`src/hdl/pressure_depth_spike_filter_defines.svh`:
```
// Assertion helpers shared by the filter RTL.
// Each one samples on clk and is off while rst is high.
`ifndef PRESSURE_DEPTH_SPIKE_FILTER_DEFINES_SVH
`define PRESSURE_DEPTH_SPIKE_FILTER_DEFINES_SVH

// Consequent must hold in the same cycle as the antecedent.
`define PDSF_ASSERT_SAME(label, ante, cons, msg) \
  label: assert property (@(posedge clk) disable iff (rst) (ante) |-> (cons)) \
    else $error(msg);

// Consequent must hold in the cycle after the antecedent.
`define PDSF_ASSERT_NEXT(label, ante, cons, msg) \
  label: assert property (@(posedge clk) disable iff (rst) (ante) |=> (cons)) \
    else $error(msg);

`endif

```
`src/hdl/pdsf_pkg.sv`:
```
`default_nettype none

package pdsf_pkg;

  // Field and register widths
  localparam int unsigned RAW_W    = 24;
  localparam int unsigned VAR_W    = 32;
  localparam int unsigned P_W      = 27;
  localparam int unsigned SCALE_W  = 24;
  localparam int unsigned GAIN_W   = 24;
  localparam int unsigned REJ_W    = 16;
  localparam int unsigned CNT_W    = 17;
  localparam int unsigned DEPTH_W  = 32;
  localparam int unsigned DVAR_W   = 48;
  localparam int unsigned STATUS_W = 2;
  localparam int unsigned MUL_W    = 32;
  localparam int unsigned PROD_W   = 64;
  localparam int unsigned CFG_IDX_W  = 3;
  localparam int unsigned CFG_DATA_W = 27;

  // Saturation limits
  localparam logic [P_W-1:0]   P_MAX   = '1;
  localparam logic [CNT_W-1:0] CNT_MAX = '1;

  // Register reset values
  localparam logic [SCALE_W-1:0] SCALE_RST = 24'd65536;
  localparam logic [P_W-1:0]     DELTA_RST = 27'd0;
  localparam logic [REJ_W-1:0]   MAXREJ_RST = 16'd5;
  localparam logic [P_W-1:0]     ATM_RST   = 27'd101325;
  localparam logic [GAIN_W-1:0]  GAIN_RST  = 24'd1668000;

  // Configuration register indexes
  typedef enum logic [CFG_IDX_W-1:0] {
    CFG_SCALE  = 3'd0,
    CFG_DELTA  = 3'd1,
    CFG_MAXREJ = 3'd2,
    CFG_ATM    = 3'd3,
    CFG_GAIN   = 3'd4
  } cfg_idx_t;

  // Result status codes
  typedef enum logic [STATUS_W-1:0] {
    STATUS_DEPTH  = 2'd0,
    STATUS_SPIKE  = 2'd1,
    STATUS_CAL    = 2'd2,
    STATUS_NODATA = 2'd3
  } status_t;

  // Sequencer states
  typedef enum logic [3:0] {
    ST_IDLE,
    ST_CAL,
    ST_PMUL,
    ST_PRES,
    ST_DECIDE,
    ST_MMUL,
    ST_DEPTH,
    ST_KSQ,
    ST_VLO,
    ST_VHI,
    ST_OUT
  } state_t;

  // Operand pair for the shared multiplier
  typedef struct packed {
    logic [MUL_W-1:0] a;
    logic [MUL_W-1:0] b;
  } mul_op_t;

endpackage

`default_nettype wire

```
`src/hdl/pdsf_mul.sv`:
```
`default_nettype none

module pdsf_mul (
  input  wire logic                         clk,
  input  wire pdsf_pkg::mul_op_t            op,
  output logic [pdsf_pkg::PROD_W-1:0]       prod
);

  // Register one unsigned 32x32 product per cycle
  always_ff @(posedge clk) begin
    prod <= {{(pdsf_pkg::PROD_W-pdsf_pkg::MUL_W){1'b0}}, op.a}
          * {{(pdsf_pkg::PROD_W-pdsf_pkg::MUL_W){1'b0}}, op.b};
  end

endmodule

`default_nettype wire

```
`src/hdl/pressure_depth_spike_filter.sv`:
```
// Pressure to depth converter with spike rejection and zero calibration.
//
// Input beats arrive on s_* (tuser = command, tdata = raw pressure and raw
// variance); one result beat per input leaves on m_* (tuser = status,
// tdata = depth, depth variance, reference pressure). The cfg_* port
// writes the five setting registers; write them only while no beat is
// in flight.
//
// All arithmetic runs through one registered 32x32 multiplier under a
// small sequencer, so s_tready is high only between beats and a new beat
// is taken only after the previous result has been loaded. A pressure
// sample uses the multiplier six times, a rejected spike uses it twice
// and a calibrate command does not use it at all.
//
// A finished result sits in the output register while the next beat is
// being worked on; if m_tready stays low the sequencer holds in its last
// step until the output register frees up. rst (synchronous) restores the
// register defaults, forgets the last sample and the calibration.
`default_nettype none

`include "pressure_depth_spike_filter_defines.svh"

module pressure_depth_spike_filter (
  input  wire logic        clk,
  input  wire logic        rst,
  // settings write port
  input  wire logic                                 cfg_we,
  input  wire logic [pdsf_pkg::CFG_IDX_W-1:0]       cfg_addr,
  input  wire logic [pdsf_pkg::CFG_DATA_W-1:0]      cfg_data,
  // input stream
  input  wire logic        s_tvalid,
  output logic             s_tready,
  input  wire logic [55:0] s_tdata,   // [23:0] pressure_raw, [55:24] variance_raw
  input  wire logic [0:0]  s_tuser,   // [0] command
  // result stream
  output logic             m_tvalid,
  input  wire logic        m_tready,
  output logic [111:0]     m_tdata,   // [31:0] depth_mm, [79:32] depth_variance,
                                      // [106:80] ref_pa, [111:107] zero
  output logic [1:0]       m_tuser    // [1:0] status
);

  localparam int unsigned P_W     = pdsf_pkg::P_W;
  localparam int unsigned MUL_W   = pdsf_pkg::MUL_W;
  localparam int unsigned PROD_W  = pdsf_pkg::PROD_W;
  localparam int unsigned CNT_W   = pdsf_pkg::CNT_W;
  localparam int unsigned DEPTH_W = pdsf_pkg::DEPTH_W;
  localparam int unsigned DVAR_W  = pdsf_pkg::DVAR_W;

  // Settings
  logic [pdsf_pkg::SCALE_W-1:0] raw_scale;
  logic [P_W-1:0]               spike_limit;
  logic [pdsf_pkg::REJ_W-1:0]   max_rejections;
  logic [P_W-1:0]               atm_ref;
  logic [pdsf_pkg::GAIN_W-1:0]  depth_gain;

  // Filter state
  logic [P_W-1:0]   last_pressure;
  logic             have_last;
  logic [CNT_W-1:0] reject_count;
  logic             is_calibrated;
  logic [P_W-1:0]   calibrated_pressure;

  // Current beat and working values
  logic [pdsf_pkg::RAW_W-1:0]    raw;
  logic [pdsf_pkg::VAR_W-1:0]    var_raw;
  logic [P_W-1:0]                p;
  logic [MUL_W-1:0]              k;
  logic [P_W-1:0]                mag;
  logic                          below;
  logic [MUL_W-1:0]              k2_hi;
  logic [PROD_W:0]               lo_sum;

  // Finished result
  pdsf_pkg::status_t   res_status;
  logic [DEPTH_W-1:0]  res_depth;
  logic [DVAR_W-1:0]   res_dvar;
  logic [P_W-1:0]      res_ref;

  // Output register
  pdsf_pkg::status_t   out_status;
  logic [DEPTH_W-1:0]  out_depth;
  logic [DVAR_W-1:0]   out_dvar;
  logic [P_W-1:0]      out_ref;

  pdsf_pkg::state_t   state, state_next;
  pdsf_pkg::mul_op_t  mul_op;
  logic [PROD_W-1:0]  prod;
  logic               out_load;

  pdsf_mul u_mul (
    .clk  (clk),
    .op   (mul_op),
    .prod (prod)
  );

  // Datapath helpers
  logic [P_W-1:0]    cur_ref;
  logic [47:0]       p_round;
  logic [P_W-1:0]    p_sat;
  logic [47:0]       k_round;
  logic [P_W-1:0]    diff;
  logic              spike;
  logic [CNT_W-1:0]  cnt_inc;
  logic              reject;
  logic [51:0]       m_round;
  logic [27:0]       m_mag;
  logic [PROD_W:0]   v_total;

  always_comb begin
    cur_ref = is_calibrated ? calibrated_pressure : atm_ref;
    // pressure in pascals, rounded and clamped
    p_round = prod[47:0] + 48'd32768;
    p_sat   = (p_round[47:43] != '0) ? pdsf_pkg::P_MAX : p_round[42:16];
    // gain per raw unit, Q8.24
    k_round = prod[47:0] + 48'd32768;
    // spike test against the last accepted sample
    diff    = (p >= last_pressure) ? p - last_pressure : last_pressure - p;
    spike   = (spike_limit != '0) && have_last && (diff > spike_limit);
    cnt_inc = (reject_count == pdsf_pkg::CNT_MAX) ? reject_count : reject_count + 1'b1;
    reject  = spike && (cnt_inc <= {1'b0, max_rejections});
    // depth magnitude, rounded
    m_round = prod[51:0] + 52'd8388608;
    m_mag   = m_round[51:24];
    // combine high partial product with the rounded low one
    v_total = {1'b0, prod} + {{(PROD_W-32){1'b0}}, lo_sum[PROD_W:32]};
  end

  // Sequencer: next state, multiplier operands and handshake
  always_comb begin
    state_next = state;
    mul_op     = '{a: '0, b: '0};
    s_tready   = 1'b0;
    out_load   = 1'b0;
    unique case (state)
      pdsf_pkg::ST_IDLE: begin
        s_tready = 1'b1;
        if (s_tvalid) begin
          state_next = s_tuser[0] ? pdsf_pkg::ST_CAL : pdsf_pkg::ST_PMUL;
        end
      end
      pdsf_pkg::ST_CAL: begin
        state_next = pdsf_pkg::ST_OUT;
      end
      pdsf_pkg::ST_PMUL: begin
        mul_op     = '{a: {8'd0, raw}, b: {8'd0, raw_scale}};
        state_next = pdsf_pkg::ST_PRES;
      end
      pdsf_pkg::ST_PRES: begin
        mul_op     = '{a: {8'd0, raw_scale}, b: {8'd0, depth_gain}};
        state_next = pdsf_pkg::ST_DECIDE;
      end
      pdsf_pkg::ST_DECIDE: begin
        state_next = reject ? pdsf_pkg::ST_OUT : pdsf_pkg::ST_MMUL;
      end
      pdsf_pkg::ST_MMUL: begin
        mul_op     = '{a: {5'd0, mag}, b: {8'd0, depth_gain}};
        state_next = pdsf_pkg::ST_DEPTH;
      end
      pdsf_pkg::ST_DEPTH: begin
        mul_op     = '{a: k, b: k};
        state_next = pdsf_pkg::ST_KSQ;
      end
      pdsf_pkg::ST_KSQ: begin
        mul_op     = '{a: var_raw, b: prod[MUL_W-1:0]};
        state_next = pdsf_pkg::ST_VLO;
      end
      pdsf_pkg::ST_VLO: begin
        mul_op     = '{a: var_raw, b: k2_hi};
        state_next = pdsf_pkg::ST_VHI;
      end
      pdsf_pkg::ST_VHI: begin
        state_next = pdsf_pkg::ST_OUT;
      end
      pdsf_pkg::ST_OUT: begin
        if (!m_tvalid || m_tready) begin
          out_load   = 1'b1;
          state_next = pdsf_pkg::ST_IDLE;
        end
      end
      default: begin
        state_next = pdsf_pkg::ST_IDLE;
      end
    endcase
  end

  always_ff @(posedge clk) begin
    if (rst) begin
      state <= pdsf_pkg::ST_IDLE;
    end else begin
      state <= state_next;
    end
  end

  // Settings writes; unknown indexes drop
  always_ff @(posedge clk) begin
    if (rst) begin
      raw_scale      <= pdsf_pkg::SCALE_RST;
      spike_limit    <= pdsf_pkg::DELTA_RST;
      max_rejections <= pdsf_pkg::MAXREJ_RST;
      atm_ref        <= pdsf_pkg::ATM_RST;
      depth_gain     <= pdsf_pkg::GAIN_RST;
    end else if (cfg_we) begin
      unique case (cfg_addr)
        pdsf_pkg::CFG_SCALE:  raw_scale      <= cfg_data[pdsf_pkg::SCALE_W-1:0];
        pdsf_pkg::CFG_DELTA:  spike_limit    <= cfg_data[P_W-1:0];
        pdsf_pkg::CFG_MAXREJ: max_rejections <= cfg_data[pdsf_pkg::REJ_W-1:0];
        pdsf_pkg::CFG_ATM:    atm_ref        <= cfg_data[P_W-1:0];
        pdsf_pkg::CFG_GAIN:   depth_gain     <= cfg_data[pdsf_pkg::GAIN_W-1:0];
        default: ;
      endcase
    end
  end

  // Filter state updates
  always_ff @(posedge clk) begin
    if (rst) begin
      last_pressure       <= '0;
      have_last           <= 1'b0;
      reject_count        <= '0;
      is_calibrated       <= 1'b0;
      calibrated_pressure <= '0;
    end else begin
      if (state == pdsf_pkg::ST_CAL && have_last) begin
        calibrated_pressure <= last_pressure;
        is_calibrated       <= 1'b1;
        reject_count        <= '0;
      end
      if (state == pdsf_pkg::ST_DECIDE) begin
        if (reject) begin
          reject_count <= cnt_inc;
        end else begin
          reject_count  <= '0;
          last_pressure <= p;
          have_last     <= 1'b1;
        end
      end
    end
  end

  // Working registers and result
  always_ff @(posedge clk) begin
    if (s_tvalid && s_tready) begin
      raw     <= s_tdata[23:0];
      var_raw <= s_tdata[55:24];
    end
    unique case (state)
      pdsf_pkg::ST_CAL: begin
        res_status <= have_last ? pdsf_pkg::STATUS_CAL : pdsf_pkg::STATUS_NODATA;
        res_ref    <= have_last ? last_pressure : cur_ref;
        res_depth  <= '0;
        res_dvar   <= '0;
      end
      pdsf_pkg::ST_PRES: begin
        p <= p_sat;
      end
      pdsf_pkg::ST_DECIDE: begin
        k          <= k_round[47:16];
        mag        <= (p >= cur_ref) ? p - cur_ref : cur_ref - p;
        below      <= p < cur_ref;
        res_ref    <= cur_ref;
        res_status <= reject ? pdsf_pkg::STATUS_SPIKE : pdsf_pkg::STATUS_DEPTH;
        res_depth  <= '0;
        res_dvar   <= '0;
      end
      pdsf_pkg::ST_DEPTH: begin
        res_depth <= below ? {4'd0, m_mag} : DEPTH_W'(0) - {4'd0, m_mag};
      end
      pdsf_pkg::ST_KSQ: begin
        k2_hi <= prod[PROD_W-1:MUL_W];
      end
      pdsf_pkg::ST_VLO: begin
        lo_sum <= {1'b0, prod} + (65'd1 << 47);
      end
      pdsf_pkg::ST_VHI: begin
        res_dvar <= v_total[PROD_W] ? '1 : v_total[PROD_W-1:16];
      end
      default: ;
    endcase
  end

  // Output register: load a finished result, drop the beat once taken
  always_ff @(posedge clk) begin
    if (rst) begin
      m_tvalid <= 1'b0;
    end else if (out_load) begin
      m_tvalid <= 1'b1;
    end else if (m_tready) begin
      m_tvalid <= 1'b0;
    end
  end

  always_ff @(posedge clk) begin
    if (out_load) begin
      out_status <= res_status;
      out_depth  <= res_depth;
      out_dvar   <= res_dvar;
      out_ref    <= res_ref;
    end
  end

  assign m_tdata = {5'd0, out_ref, out_dvar, out_depth};
  assign m_tuser = out_status;

  // Checks
  `PDSF_ASSERT_NEXT(a_accept_starts_work, s_tvalid && s_tready,
    state == pdsf_pkg::ST_PMUL || state == pdsf_pkg::ST_CAL,
    "accepted beat did not start the sequencer")
  `PDSF_ASSERT_SAME(a_spike_count_bounded,
    state == pdsf_pkg::ST_OUT && res_status == pdsf_pkg::STATUS_SPIKE,
    (reject_count != '0) && (reject_count <= ({1'b0, max_rejections})),
    "spike rejected with reject count out of range")
  `PDSF_ASSERT_SAME(a_non_depth_zero,
    state == pdsf_pkg::ST_OUT && res_status != pdsf_pkg::STATUS_DEPTH,
    res_depth == '0 && res_dvar == '0,
    "non-depth result carries depth or variance")
  `PDSF_ASSERT_SAME(a_cal_latched,
    state == pdsf_pkg::ST_OUT && res_status == pdsf_pkg::STATUS_CAL,
    is_calibrated && have_last && res_ref == calibrated_pressure,
    "calibrated result disagrees with latched reference")

endmodule

`default_nettype wire

```
`config.mk`:
```
export PLATFORM = sky130hd
export DESIGN_NAME = pressure_depth_spike_filter
export DESIGN_NICKNAME = d
export VERILOG_FILES = /design/src/hdl/pdsf_pkg.sv /design/src/hdl/pdsf_mul.sv /design/src/hdl/pressure_depth_spike_filter.sv
export VERILOG_INCLUDE_DIRS = /design/src /design/src/hdl
export SDC_FILE = /design/constraint.sdc
export NUM_CORES = 2
export LEC_CHECK = 0
export ABC_AREA = 1
export BUFFER_PORTS_ARGS = -buffer_cell sky130_fd_sc_hd__clkbuf_2
export CAP_MARGIN = 20
export CORE_ASPECT_RATIO = 1.2
export CORE_MARGIN = 2
export CORE_UTILIZATION = 32
export CTS_CLUSTER_DIAMETER = 30
export DETAILED_ROUTE_END_ITERATION = 6
export PLACE_DENSITY_LB_ADDON = 0.12
export SYNTH_ARGS = -nofsm -noshare
export SYNTH_HDL_FRONTEND = slang
export SYNTH_HIERARCHICAL = 1
export SYNTH_SLANG_ARGS = --single-unit
```
`constraint.sdc`:
```
create_clock -name clk -period 15.85 [get_ports clk]
set_input_delay 0.7925 -clock clk [delete_from_list [all_inputs] [get_ports clk]]
set_output_delay 0.7925 -clock clk [all_outputs]
set_load 0.05 [all_outputs]
```
# Word level (Yosys, flattened, before mapping)
# Cells that the tools add are included.
[classes]
add_sub_neg = 10
n_mul = 1
order_cmp = 5
eq_ne = 17
muxes = 27
bitwise_logic = 1
n_reduce_logical = 25
[ops]
columns = ["cell", "count"]
rows = [
  ["64-bit case mux with 6 select lines", 1],
  ["27-bit 2-to-1 mux", 4],
  ["27-bit subtractor", 4],
  ["48-bit case mux with 2 select lines", 1],
  ["17-bit 2-to-1 mux", 4],
  ["64-bit by 33-bit adder with 65-bit output", 1],
  ["64-bit by 48-bit adder with 65-bit output (second input constant)", 1],
  ["32-bit by 32-bit multiplier with 64-bit output", 1],
  ["32-bit case mux with 2 select lines", 1],
  ["27-bit greater-or-equal comparator", 2],
  ["27-bit case mux with 2 select lines", 1],
  ["52-bit by 24-bit adder with 52-bit output (second input constant)", 1],
  ["48-bit by 16-bit adder with 48-bit output (second input constant)", 1],
  ["48-bit 2-to-1 mux", 1],
  ["4-bit case mux with 10 select lines", 1],
  ["32-bit 2-to-1 mux", 1],
  ["1-bit by 28-bit subtractor with 29-bit output (first input constant)", 1],
  ["27-bit greater-than comparator", 1],
  ["27-bit < comparator", 1],
  ["27-bit nonzero test", 1],
  ["17-bit by 1-bit adder with 17-bit output (second input constant)", 1],
  ["17-bit equality test (second input constant)", 1],
  ["17-bit by 16-bit <= comparator with 1-bit output", 1],
  ["4-bit by 3-bit equality test with 1-bit output (second input constant)", 4],
  ["other kinds (21)", 49],
]
[word_totals]
register_bits = 718
inputBits = 92
out_inout_bits = 116
wordCells = 115

# Longest topological paths before layout
[logic_depth]
depth_word = 7
mapped_depth = 41
mapped_depth_nobuf = 39

# By module
# Netlist, hierarchy kept.
[by_module_without_submodules]
columns = ["module", "instances", "cells_each", "area_each_um2", "seq_area_each_um2"]
rows = [
  ["pdsf_mul", 1, 5081, 37611.1, 1281.2],
  ["pressure_depth_spike_filter", 1, 4444, 35725.5, 16535.9],
]

# Worst setup path after synthesis
# No wires, ideal clock.
[synth_timing]
path_kind = "input to register"
startpoint = "input port m_tready"
endpoint = "register out_status[0] (netlist: m_tuser[0]) (enable)"
setup_ns = 0.835
arrival_ns = 10.855
required_ns = 15.015
path_slack_ns = 4.160
cell_stages = 2
path_buffers = 0
cell_sequence = "nor2_1 > nor4_1"
[synth_between]
elab_chain_cells = 3
[synth_rtl]
columns = ["element", "line", "source"]
rows = [
  ["start: declaration", "pressure_depth_spike_filter.sv:37", "input wire logic m_tready,"],
  ["1-bit logical OR", "pressure_depth_spike_filter.sv:176", "if (!m_tvalid || m_tready) begin"],
  ["1-bit 2-to-1 mux", "pressure_depth_spike_filter.sv:176", ""],
  ["1-bit 2-to-1 mux", "pressure_depth_spike_filter.sv:135", "unique case (state)"],
  ["via out_load", "pressure_depth_spike_filter.sv:89", "logic out_load;"],
  ["end signal: assignment", "pressure_depth_spike_filter.sv:295", "out_status <= res_status;"],
  ["end: declaration", "pressure_depth_spike_filter.sv:81", "pdsf_pkg::status_t out_status;"],
]
# The timed path passes the listed nets, and every way through them passes these cells.
# A chain may end at the register's enable or synchronous reset.

==> flow_summary.toml <==
[run_status]
outcome = "completed"

[final_layout]
drive_above_1_share = 0.0772
fillers = 23903
utilization = 0.371
multi_input_area_um2 = 45400
nets = 11134
areaGrowthSynthToFinish_pct = 15.2
register_area_um2 = 17800

[critical_path]
path_class = "reg2reg"
reg2reg_from = "state[2]$_SDFFE_PP0P_"
endpoint = "u_mul/prod[54]$_DFF_P_"
critPathMaxFanout = 56
start_kind = "register"
crit_slowest_cell = "buf_4"
end_kind = "register"
cpPeakStageDelay_ns = 0.59
rr_endpoint = "u_mul/prod[54]$_DFF_P_"
cp.depth = 35
crit_start = "state[2]$_SDFFE_PP0P_"
r2r_setup_slack_ns = 5.86
crit_buf_inv = 12
reg2reg_depth = 35
critPathRequiredTime_ns = 16.46
cp_top_family = "adder cells"
critPathArrivalTime_ns = 10.60

[power_and_ir_drop]
power.leakage_uw = 0.0440
vdd_ir_drop_max_uv = 117
p_per_area_nw_per_um2 = 134

[global_route]
grt_overflow_total = 0
antenna_found_initial = 19
grt_pass1_wl_um = 420000
grt_max_degree = 98
grt_pass1_vias = 64409
grt_usage = 0.244

[sta]
fmax_ghz = 0.100
setup_viol = 0
min_period_over_period = 0.630
worst_slack_ns = 5.86
worst_slew_pin_slew_ns = 1.02
setup_tns_ns = 0
min_period_ns = 9.99
relSlewSlack = 0.319
rsz0062_at_grt = "no"
slew_violations = 0
skew_ns = 0.0576
hold_viol = 0

[synth]
ys_seq_area_frac = 0.243
syn_area_um2 = 73300
synth.distinct_cells = 65
synthArstFlopShare = 0
synth_seq_cells = 680
synth_edf_count = 420
synthTopCellsByArea = "fa_1 (25%), edfxtp_1 (17%), nand2_1 (13%)"
yosys_warnings = 6
synth_top_area_share = 0.246
syn_inst = 9525
synth_ff_type = "edfxtp_1"
postSynthAreaPerCell_um2 = 7.70
yosysTopAreaCell = "fa_1"

[cts]
htreeDepth = 4
clk_pin_slew_worst_paths_ns = 0.05
cts-hold-fix-buffers = 0
cts_setup_buffers = 0
cts_buffers = 185
clk_latency_ns = 0.82
clock_path_buffers = 3
cts-root-buf = "clkbuf_16"
cts_tree = "built"
cts_resized = 0
clock-sinks = 680

[die]
fp.dieH_um = 528
ios = 208
core-area_um2 = 228000
start_util = 0.322
dieArea_um2 = 233000
rows = 192
die_x_um = 441

[placement]
io_buffers = 202
dpl_worst_slack_ns = 5.82
gp_congestion = 0.949
hpwl_um = 224000

[detailed_routing]
via_per_inst = 4.79
vias = 61576
postRouteAntennaNets = 0
wl_per_cell_um = 22.0
drt_iter0_drc = 4161
finalWirelength_um = 283000
post-route-drc-count = 0
drtPass1Iterations = 5

[flow_run]
drv_cap = 0

[min_path]
hold_path_class = "in2reg"
==> synth_stat cells (4+ instances only) <==
cell,number
nand2_1,2563
inv_1,2353
fa_1,900
nor2_1,579
ha_1,449
edfxtp_1,420
a21oi_1,408
o21ai_0,383
clkbuf_1,300
dfxtp_1,260
nand3_1,252
xor2_1,145
nor3_1,66
nand4_1,49
xnor2_1,34
o21bai_1,33
o211ai_1,28
a31oi_1,23
nor2_2,22
o21a_1,21
a21o_1,20
nand2_2,20
a221o_1,19
buf_2,16
inv_2,16
buf_4,11
nand3_2,11
nor4_1,10
a221oi_1,9
nor3_2,9
a21boi_0,8
clkbuf_2,8
a22o_1,7
nor2_4,6
o21ai_1,6
buf_1,5
buf_6,5
o2111ai_1,5
and2_1,4
clkinv_1,4
==> stage by stage <==
step / std cells / cell area [µm²] / hold WS [ns] / power (µW)
after floorplan: 9529 / 73400 / 0.400 / 5360
after global placement: 12512 / 77700 / 0.403 / 7420
after detailed placement: 12513 / 77800 / 0.405 / 7410
after CTS: 12864 / 84500 / 0.110 / 11400
after global routing: 12864 / 84500 / 0.121 / 12000
final: 12865 / 84500 / 0.168 / 11300
==> cell families (layout without fill, tap and decap cells) <==
logic type                 count (synthesis)  after routing  synth area share
AOI/OAI and AO/OA                        986            986            0.0747
and+or+nand+nor                         3607           3607             0.197
DFF                                      680            680             0.243
buffers and inverters                   2718           3046             0.141
other                                      1              6         0.0000511
muxes                                      3              3          0.000409
adders and majority gates               1349           1349             0.322
xor gates and xnor gates                 181            181            0.0218
==> how the worst min path moves through the flow <==
stage	endpoint	startpoint	cells past startpoint
after floorplan	m_tuser[0]$_DFFE_PP_	res_status[0]$_DFFE_PP_	0
after global placement	out_dvar[42]$_DFFE_PP_	res_dvar[42]$_SDFFCE_PN0P_	0
after detailed placement	out_depth[3]$_DFFE_PP_	res_depth[3]$_SDFFCE_PP0P_	0
after CTS	raw[21]$_DFFE_PP_	s_tdata[21]	1
after global routing	var_raw[1]$_DFFE_PP_	s_tdata[25]	1
final	var_raw[1]$_DFFE_PP_	s_tdata[25]	1
==> state kept, by name (all words and copies together) (netlist names), 17 cells and up <==
name	count
spike_limit	27
res_dvar	48
last_pressure	27
k	32
calibrated_pressure	27
depth_gain	24
k2_hi	32
mag	27
out_depth	29
u_mul/prod	64
atm_ref	27
reject_count	17
var_raw	32
res_depth	29
out_dvar	48
res_ref	27
p	27
raw	24
raw_scale	24
out_ref	27
lo_sum	33
==> placed cells by master (no fill, tap or decap), drive strengths merged, types with 4 or more instances in the layout <==
cell type / n
a21boi: 9
a21o: 20
a21oi: 408
a221o: 19
a221oi: 9
a22o: 7
a31oi: 24
and2: 4
buf: 120
bufinv: 29
clkbuf: 417
clkinv: 66
clkinvlp: 21
conb: 5
dfxtp: 260
edfxtp: 420
fa: 900
ha: 449
inv: 2393
nand2: 2583
nand3: 264
nand4: 49
nor2: 607
nor3: 76
nor3b: 4
nor4: 12
o2111ai: 5
o211ai: 28
o21a: 21
o21ai: 390
o21bai: 34
xnor2: 34
xor2: 147
==> final cells by class <==
class | instances | area share
antenna | 1 | 0.0000296
clock buffer | 215 | 0.0576
clock inverter | 136 | 0.0218
inverter | 2373 | 0.105
multi-input combinational | 6131 | 0.537
sequential | 680 | 0.211
tap | 3007 | 0.0445
timing repair buffer | 322 | 0.0226
==> where the power goes <==
group / leakage [µW] / switching, µW / internal [µW]
Combinational: 0.0348 / 3500 / 1290
Sequential: 0.00596 / 258 / 2300
Clock: 0.00321 / 1280 / 2700
==> layer usage <==
metal  wire length (µm)  vias up  track usage
li1                   -    28929            -
met1             118000    30566        0.307
met2             141000     1687        0.426
met3              12500      392       0.0255
met4              11500        2       0.0924
met5                 13        -            0
Power figures use the tool's default switching activity.
